===== config.mk =====
export PLATFORM = sky130hd
export DESIGN_NAME = pfwbs_ctrl
export DESIGN_NICKNAME = d
export VERILOG_FILES = /design/src/pfwbs_pkg.sv /design/src/pfwbs_ctrl.sv
export VERILOG_INCLUDE_DIRS = /design/src /design/src/src
export SDC_FILE = /design/constraint.sdc
export NUM_CORES = 1
export LEC_CHECK = 0
export ABC_AREA = 0
export BUFFER_PORTS_ARGS = -buffer_cell sky130_fd_sc_hd__buf_4
export CAP_MARGIN = 20
export CORE_AREA = 3 3 40 42
export DETAILED_ROUTE_END_ITERATION = 8
export DIE_AREA = 0 0 43 45
export PLACE_DENSITY_LB_ADDON = 0.25
export SYNTH_ARGS = -nofsm -noshare
export SYNTH_HDL_FRONTEND = slang
export SYNTH_SLANG_ARGS = --single-unit

===== constraint.sdc =====
create_clock -name clk_i -period 1.45 [get_ports clk_i]
set_input_delay 0.29 -clock clk_i [delete_from_list [all_inputs] [get_ports clk_i]]
set_output_delay 0.29 -clock clk_i [all_outputs]
set_load 0.01 [all_outputs]

===== src/per_flow_window_byte_sum_unit_macros.svh =====
// Assertion macros for the per-flow window byte sum unit.
`ifndef PER_FLOW_WINDOW_BYTE_SUM_UNIT_MACROS_SVH
`define PER_FLOW_WINDOW_BYTE_SUM_UNIT_MACROS_SVH
`ifndef SYNTHESIS
`define PFW_ASSERT(label, clk, rst_n, prop) \
  label: assert property (@(posedge clk) disable iff (!rst_n) prop) \
    else $error("assertion failed");
`define PFW_ASSERT_NEXT(label, clk, rst_n, pre, post) \
  label: assert property (@(posedge clk) disable iff (!rst_n) (pre) |=> (post)) \
    else $error("assertion failed");
`else
`define PFW_ASSERT(label, clk, rst_n, prop)
`define PFW_ASSERT_NEXT(label, clk, rst_n, pre, post)
`endif
`endif


===== src/pfwbs_pkg.sv =====
// Shared types and constants of the per-flow window byte sum unit.
package pfwbs_pkg;
  localparam int unsigned IdW   = 32;
  localparam int unsigned SumW  = 35;
  localparam int unsigned FillW = 4;
  localparam int unsigned KindW = 2;

  typedef enum logic [KindW-1:0] {
    KIND_UPDATE = 2'd0,
    KIND_EVICT  = 2'd1,
    KIND_DROP   = 2'd2
  } kind_e;

  typedef enum logic {
    ACT_SAMPLE = 1'b0,
    ACT_SCAN   = 1'b1
  } action_e;

  typedef enum logic [2:0] {
    ST_IDLE,
    ST_LOOKUP,
    ST_UPDATE,
    ST_SCAN,
    ST_EMIT,
    ST_DROP
  } state_e;

  typedef struct packed {
    logic   load;      // capture input word
    logic   lookup;    // register match/free search
    logic   update;    // write sample and sums
    logic   scan_pick; // register minimum marked entry
    logic   evict;     // clear picked entry
  } cmd_t;

  typedef struct packed {
    logic   is_scan;
    logic   hit;
    logic   free_found;
    logic   any_marked;
  } sts_t;
endpackage


===== src/pfwbs_ctrl.sv =====
// Controller state machine of the per-flow window byte sum unit.
module pfwbs_ctrl (
  input  logic            clk_i,
  input  logic            rst_ni,
  input  logic            in_valid_i,
  output logic            in_ready_o,
  input  logic            out_valid_i,
  input  logic            out_ready_i,
  input  pfwbs_pkg::sts_t sts_i,
  output pfwbs_pkg::cmd_t cmd_o,
  output logic            emit_o
);
  import pfwbs_pkg::*;
  `include "per_flow_window_byte_sum_unit_macros.svh"

  state_e state_q, state_d;
  logic   slot_free;

  // output register is free or drains this cycle
  assign slot_free = !out_valid_i || out_ready_i;

  always_ff @(posedge clk_i or negedge rst_ni) begin
    if (!rst_ni) begin
      state_q <= ST_IDLE;
    end else begin
      state_q <= state_d;
    end
  end

  // next state and commands
  always_comb begin
    state_d    = state_q;
    cmd_o      = '0;
    emit_o     = 1'b0;
    in_ready_o = 1'b0;
    case (state_q)
      ST_IDLE: begin
        in_ready_o = 1'b1;
        if (in_valid_i) begin
          cmd_o.load = 1'b1;
          state_d    = ST_LOOKUP;
        end
      end
      ST_LOOKUP: begin
        if (sts_i.is_scan) begin
          cmd_o.scan_pick = 1'b1;
          state_d = ST_SCAN;
        end else begin
          cmd_o.lookup = 1'b1;
          state_d = (sts_i.hit || sts_i.free_found) ? ST_UPDATE : ST_DROP;
        end
      end
      ST_UPDATE: begin
        if (slot_free) begin
          cmd_o.update = 1'b1;
          emit_o       = 1'b1;
          state_d      = ST_IDLE;
        end
      end
      ST_DROP: begin
        if (slot_free) begin
          emit_o  = 1'b1;
          state_d = ST_IDLE;
        end
      end
      ST_SCAN: begin
        state_d = sts_i.any_marked ? ST_EMIT : ST_IDLE;
      end
      ST_EMIT: begin
        if (slot_free) begin
          emit_o      = 1'b1;
          cmd_o.evict = 1'b1;
          state_d     = ST_LOOKUP;
        end
      end
      default: state_d = ST_IDLE;
    endcase
  end

  `PFW_ASSERT(a_ready_idle, clk_i, rst_ni, in_ready_o |-> state_q == ST_IDLE)
  `PFW_ASSERT(a_emit_room, clk_i, rst_ni, emit_o |-> slot_free)
  `PFW_ASSERT_NEXT(a_load_lookup, clk_i, rst_ni, cmd_o.load, state_q == ST_LOOKUP)
endmodule


* After elaboration in Yosys (flattened, before gate mapping)
Index checks and enable logic that the tools add are counted.
Storage, ports and cells: latch bits 0, bits of input ports 9, memory bits (read-only) 0, memories kept 0, memory bits (writable) 0, word-level logic and storage cells 34, register bits after elaboration 3
Operators by class: reduce and logical (&&, ||, !) cells 7, multipliers 0, shift-type cells 0, add/sub/neg operators 0, eq/ne operators 8, $lt $le $gt $ge 0, bitwise logic cells 0, mux-type cells 18, divide/modulo/power cells 0
Operators with widths (number):
- 2-to-1 mux 3 bit | 6
- one-hot mux 3 bit (5 select lines) | 1
- 2-to-1 mux 1 bit | 11
- == test 3 x 2 -> 1 bit (second input constant) | 2
- == test 3 bit (second input constant) | 2
- inequality test 2 bit (second input constant) | 2
- == test 3 x 1 -> 1 bit (second input constant) | 1
- logical NOT 3 bit | 1
- AND reduction 3 bit | 1
- OR reduction 3 bit | 1
- logical OR 1 bit | 2
- inequality test 2 x 1 -> 1 bit (second input constant) | 1
- OR reduction 2 bit | 1
- logical NOT 1 bit | 1

* Logic depth before layout (Yosys ltp)
depth in word-level cells 4, mapped depth 4, mapped depth without buffers 3

* Least setup slack after synthesis
No wires, ideal clock.
path type reg-to-output, start point register state_q[0], end point output port cmd_o[4] (netlist bit), stages on the path, launching flop included 4, data arrival time 1017 ps, path buffers 1, path slack 143 ps, path through dfrtp_1 buf_6 nor3_1 and2_1
RTL lines:
- start, declared | RTL line pfwbs_ctrl.sv:16 | state_e state_q, state_d;
- start signal, assigned | RTL line pfwbs_ctrl.sv:26 | state_q <= state_d;
- end, declared | RTL line pfwbs_ctrl.sv:10 | output pfwbs_pkg::cmd_t cmd_o,

* Worst setup path in the final report
start point register state_q[2], end point output port emit_o
Between the ends: cells in the longest elaborated chain, start to end 3
RTL lines:
- == test 3 bit / == test 3 x 2 -> 1 bit (equally long branches) | RTL line pfwbs_ctrl.sv:36 | case (state_q)
- OR reduction 3 bit (no line) *
- 2-to-1 mux 1 bit *
- end, declared | RTL line pfwbs_ctrl.sv:11 | output logic emit_o
Every way passes the cells marked *; elsewhere a longest branch is shown, timed or not.

==> impl_metrics.env <==
export IMPL_status="finished with violations"
export IMPL_violations="setup timing"
export IMPL_synth_seq_area_share_pct=31.7
export IMPL_finish_utilization_pct=38.9
export IMPL_layout_commonest_cell="buf_4"
export IMPL_start_util_pct=18.4
export IMPL_syn_to_final_growth_pct=112
export IMPL_synth_cell_types=22
export IMPL_grt_ovfl_total=0
export IMPL_num_io_pins=16
export IMPL_async_flop_share_pct=100
export IMPL_clock_sinks=3
export IMPL_grt_pass1_wl_um=1120
export IMPL_crit_fanout=5
export IMPL_slew_headroom_pct=73.5
export IMPL_dieArea_sq_mm=0.00194
export IMPL_peakVddDrop_v=0.000716
export IMPL_rsz0062_at_grt="yes"
export IMPL_ys_flop_type="dfrtp_1"
export IMPL_p_per_area_mw_per_mm2=1830
export IMPL_crit_chain="or3_4, a21oi_2, buf_4"
export IMPL_detail_route_vias_per_cell=4.44
export IMPL_num_rows=13
export IMPL_setup_slack_ns=-0.152
export IMPL_chipHeight_um=45
export IMPL_reg_top3="state_q (3)"
export IMPL_num_vias=315
export IMPL_path_delay_family="simple AND/OR/NAND/NOR gates"
export IMPL_cp_start_kind="flop"
export IMPL_slew_violations=0
export IMPL_drv_cap=0
export IMPL_portBuffers=15
export IMPL_synth_seq_cells=3
export IMPL_antenna_found_initial=0
export IMPL_hold_class="input pin to asynchronous set/reset pin"
export IMPL_nNetsFinal=66
export IMPL_syn_area_sq_um=236
export IMPL_htreeDepth=1
export IMPL_gp_congestion=0.697
export IMPL_post_route_period_util_pct=110
export IMPL_fillerInstances=144
export IMPL_finalInstanceArea_sq_um=500
export IMPL_synth_edf_count=0
export IMPL_timing_fmax_mhz=624
export IMPL_drt_iter0_drc=1
export IMPL_hold_viol=0
export IMPL_clk_insertion_delay_late_ns=0.23
export IMPL_antenna_cells=0
export IMPL_ant_nets=0
export IMPL_min_period_ns=1.60
export IMPL_placedInstanceArea_sq_um=387
export IMPL_yosys_warnings=0
export IMPL_largest_reg_flops=3
export IMPL_power_mw=0.915
export IMPL_setup_viol=5
export IMPL_wl_per_cell_um=10.9
export IMPL_drc_errors=0
export IMPL_grt_pass1_vias=293
export IMPL_drt_wl_total_um=773
export IMPL_synth_nets=37
export IMPL_cp_buffers_inverters=1
export IMPL_cp_end_kind="output pin"
export IMPL_cp_arrival_ns=1.31
export IMPL_track_usage_pct=7.67
export IMPL_crit_slowest_cell="or3_4"
export IMPL_cp_data_required_time_ns=1.16
export IMPL_tns_ns=-0.415
export IMPL_synth_area_per_cell_sq_um=8.45
export IMPL_grt_max_degree=9
export IMPL_clk_pin_slew_ns=0.03
export IMPL_die_x_um=43
export IMPL_fp_coreArea_sq_mm=0.00128
export IMPL_drive_gt1_share_pct=66.1
export IMPL_critPathMaxStageDelay_ns=0.41
export IMPL_multi_input_area_sq_um=174
export IMPL_path_class="flop to output pin"
export IMPL_top_register="state_q"
export IMPL_whs_ns=0.386
export IMPL_drtPass1Iterations=2
export IMPL_dpl_hpwl_um=566
export IMPL_worst_slew_pin_slew_ns=0.391
export IMPL_leakage_nw=0.237
export IMPL_cts_root_buf="clkbuf_4"
export IMPL_cts_made_buffers=3
export IMPL_synthCells=28
export IMPL_clock_tree_buffer_depth=2
export IMPL_fin_skew_ns=0.000132
export IMPL_final_cell_mix="buf_4 (22), clkbuf_4 (3), o22ai_1 (2), buf_6 (2), dfrtp_1 (2)"
export IMPL_cts_tree="done"
export IMPL_seqCellArea_sq_um=76.3
path summary, 6_finish.rpt:
check | start | end | slack (ns) | cells past startpoint
max | state_q[2] | emit_o | -0.15 | 3
min | rst_ni | state_q[0] | 0.39 | 2
max reg2reg | state_q[2] | state_q[2] | 0.34 | 3
min reg2reg | state_q[2] | state_q[1] | 0.65 | 2
max in group asynchronous | rst_ni | state_q[0] | 0.96 | 2
min in group clk_i | sts_i[0] | state_q[2] | 0.40 | 3
cells by family (layout without fill, tap and decap cells):
| logic type | count (synthesis) | after routing | share of synthesized area, % |
|---|---|---|---|
| AOI/OAI and AO/OA | 6 | 6 | 18.5 |
| xor gates and xnor gates | 1 | 1 | 3.70 |
| buffers and inverters | 3 | 31 | 7.93 |
| DFF | 3 | 3 | 31.7 |
| and+or+nand+nor | 15 | 15 | 38.1 |
cell type report:
type                            count  area share (%)
Multi-Input combinational cell     22            34.8
Sequential cell                     3            15.3
Clock buffer                        4            5.25
Inverter                            2            1.50
Tap cell                           15            3.75
Timing Repair Buffer               25            39.5
where the power goes:
| part | internal [mW] | switching [mW] |
|---|---|---|
| clock | 0.103 | 0.0402 |
| combinational | 0.355 | 0.256 |
| sequential | 0.121 | 0.0394 |
| total | 0.579 | 0.336 |
worst reg2reg max path, stage by stage (launching register included):
cell	delay, ns
dfrtp_1	0.40
nor4b_1	0.41
nand2_1	0.12
o221ai_1	0.09
through the flow:
step,worst slack (ns),std cells
detailed placement,0.0931,61
CTS,-0.147,67
floorplan,0.143,28
finish,-0.152,71
global route,-0.184,71
global placement,0.0805,61
layer usage:
metal / track usage (%) / wire [um] / vias up
met5: 0 / 0 / -
met4: 1.81 / 0 / 0
met3: 4.78 / 73 / 0
met2: 11.4 / 361 / 13
met1: 9.42 / 338 / 143
li1: - / - / 159
cells in the mapped netlist, types with 2 or more instances:
cell,instances,area [sq um]
nand2_1,2,7.51
o22ai_1,2,12.5
nor2_1,2,7.51
dfrtp_1,3,75.1
nor3_1,2,10.0
repair_timing:
action / 4_1_cts / 5_1_grt
buffers inserted: 1 / 4
pin swaps: 1 / 7
gates resized for setup: 5 / 5
hold buffers: 1 / 0
hold endpoints to repair: 3 / 0
endpoints found under the setup margin: 6 / 6
No activity file was read; power rests on OpenSTA's default activity.
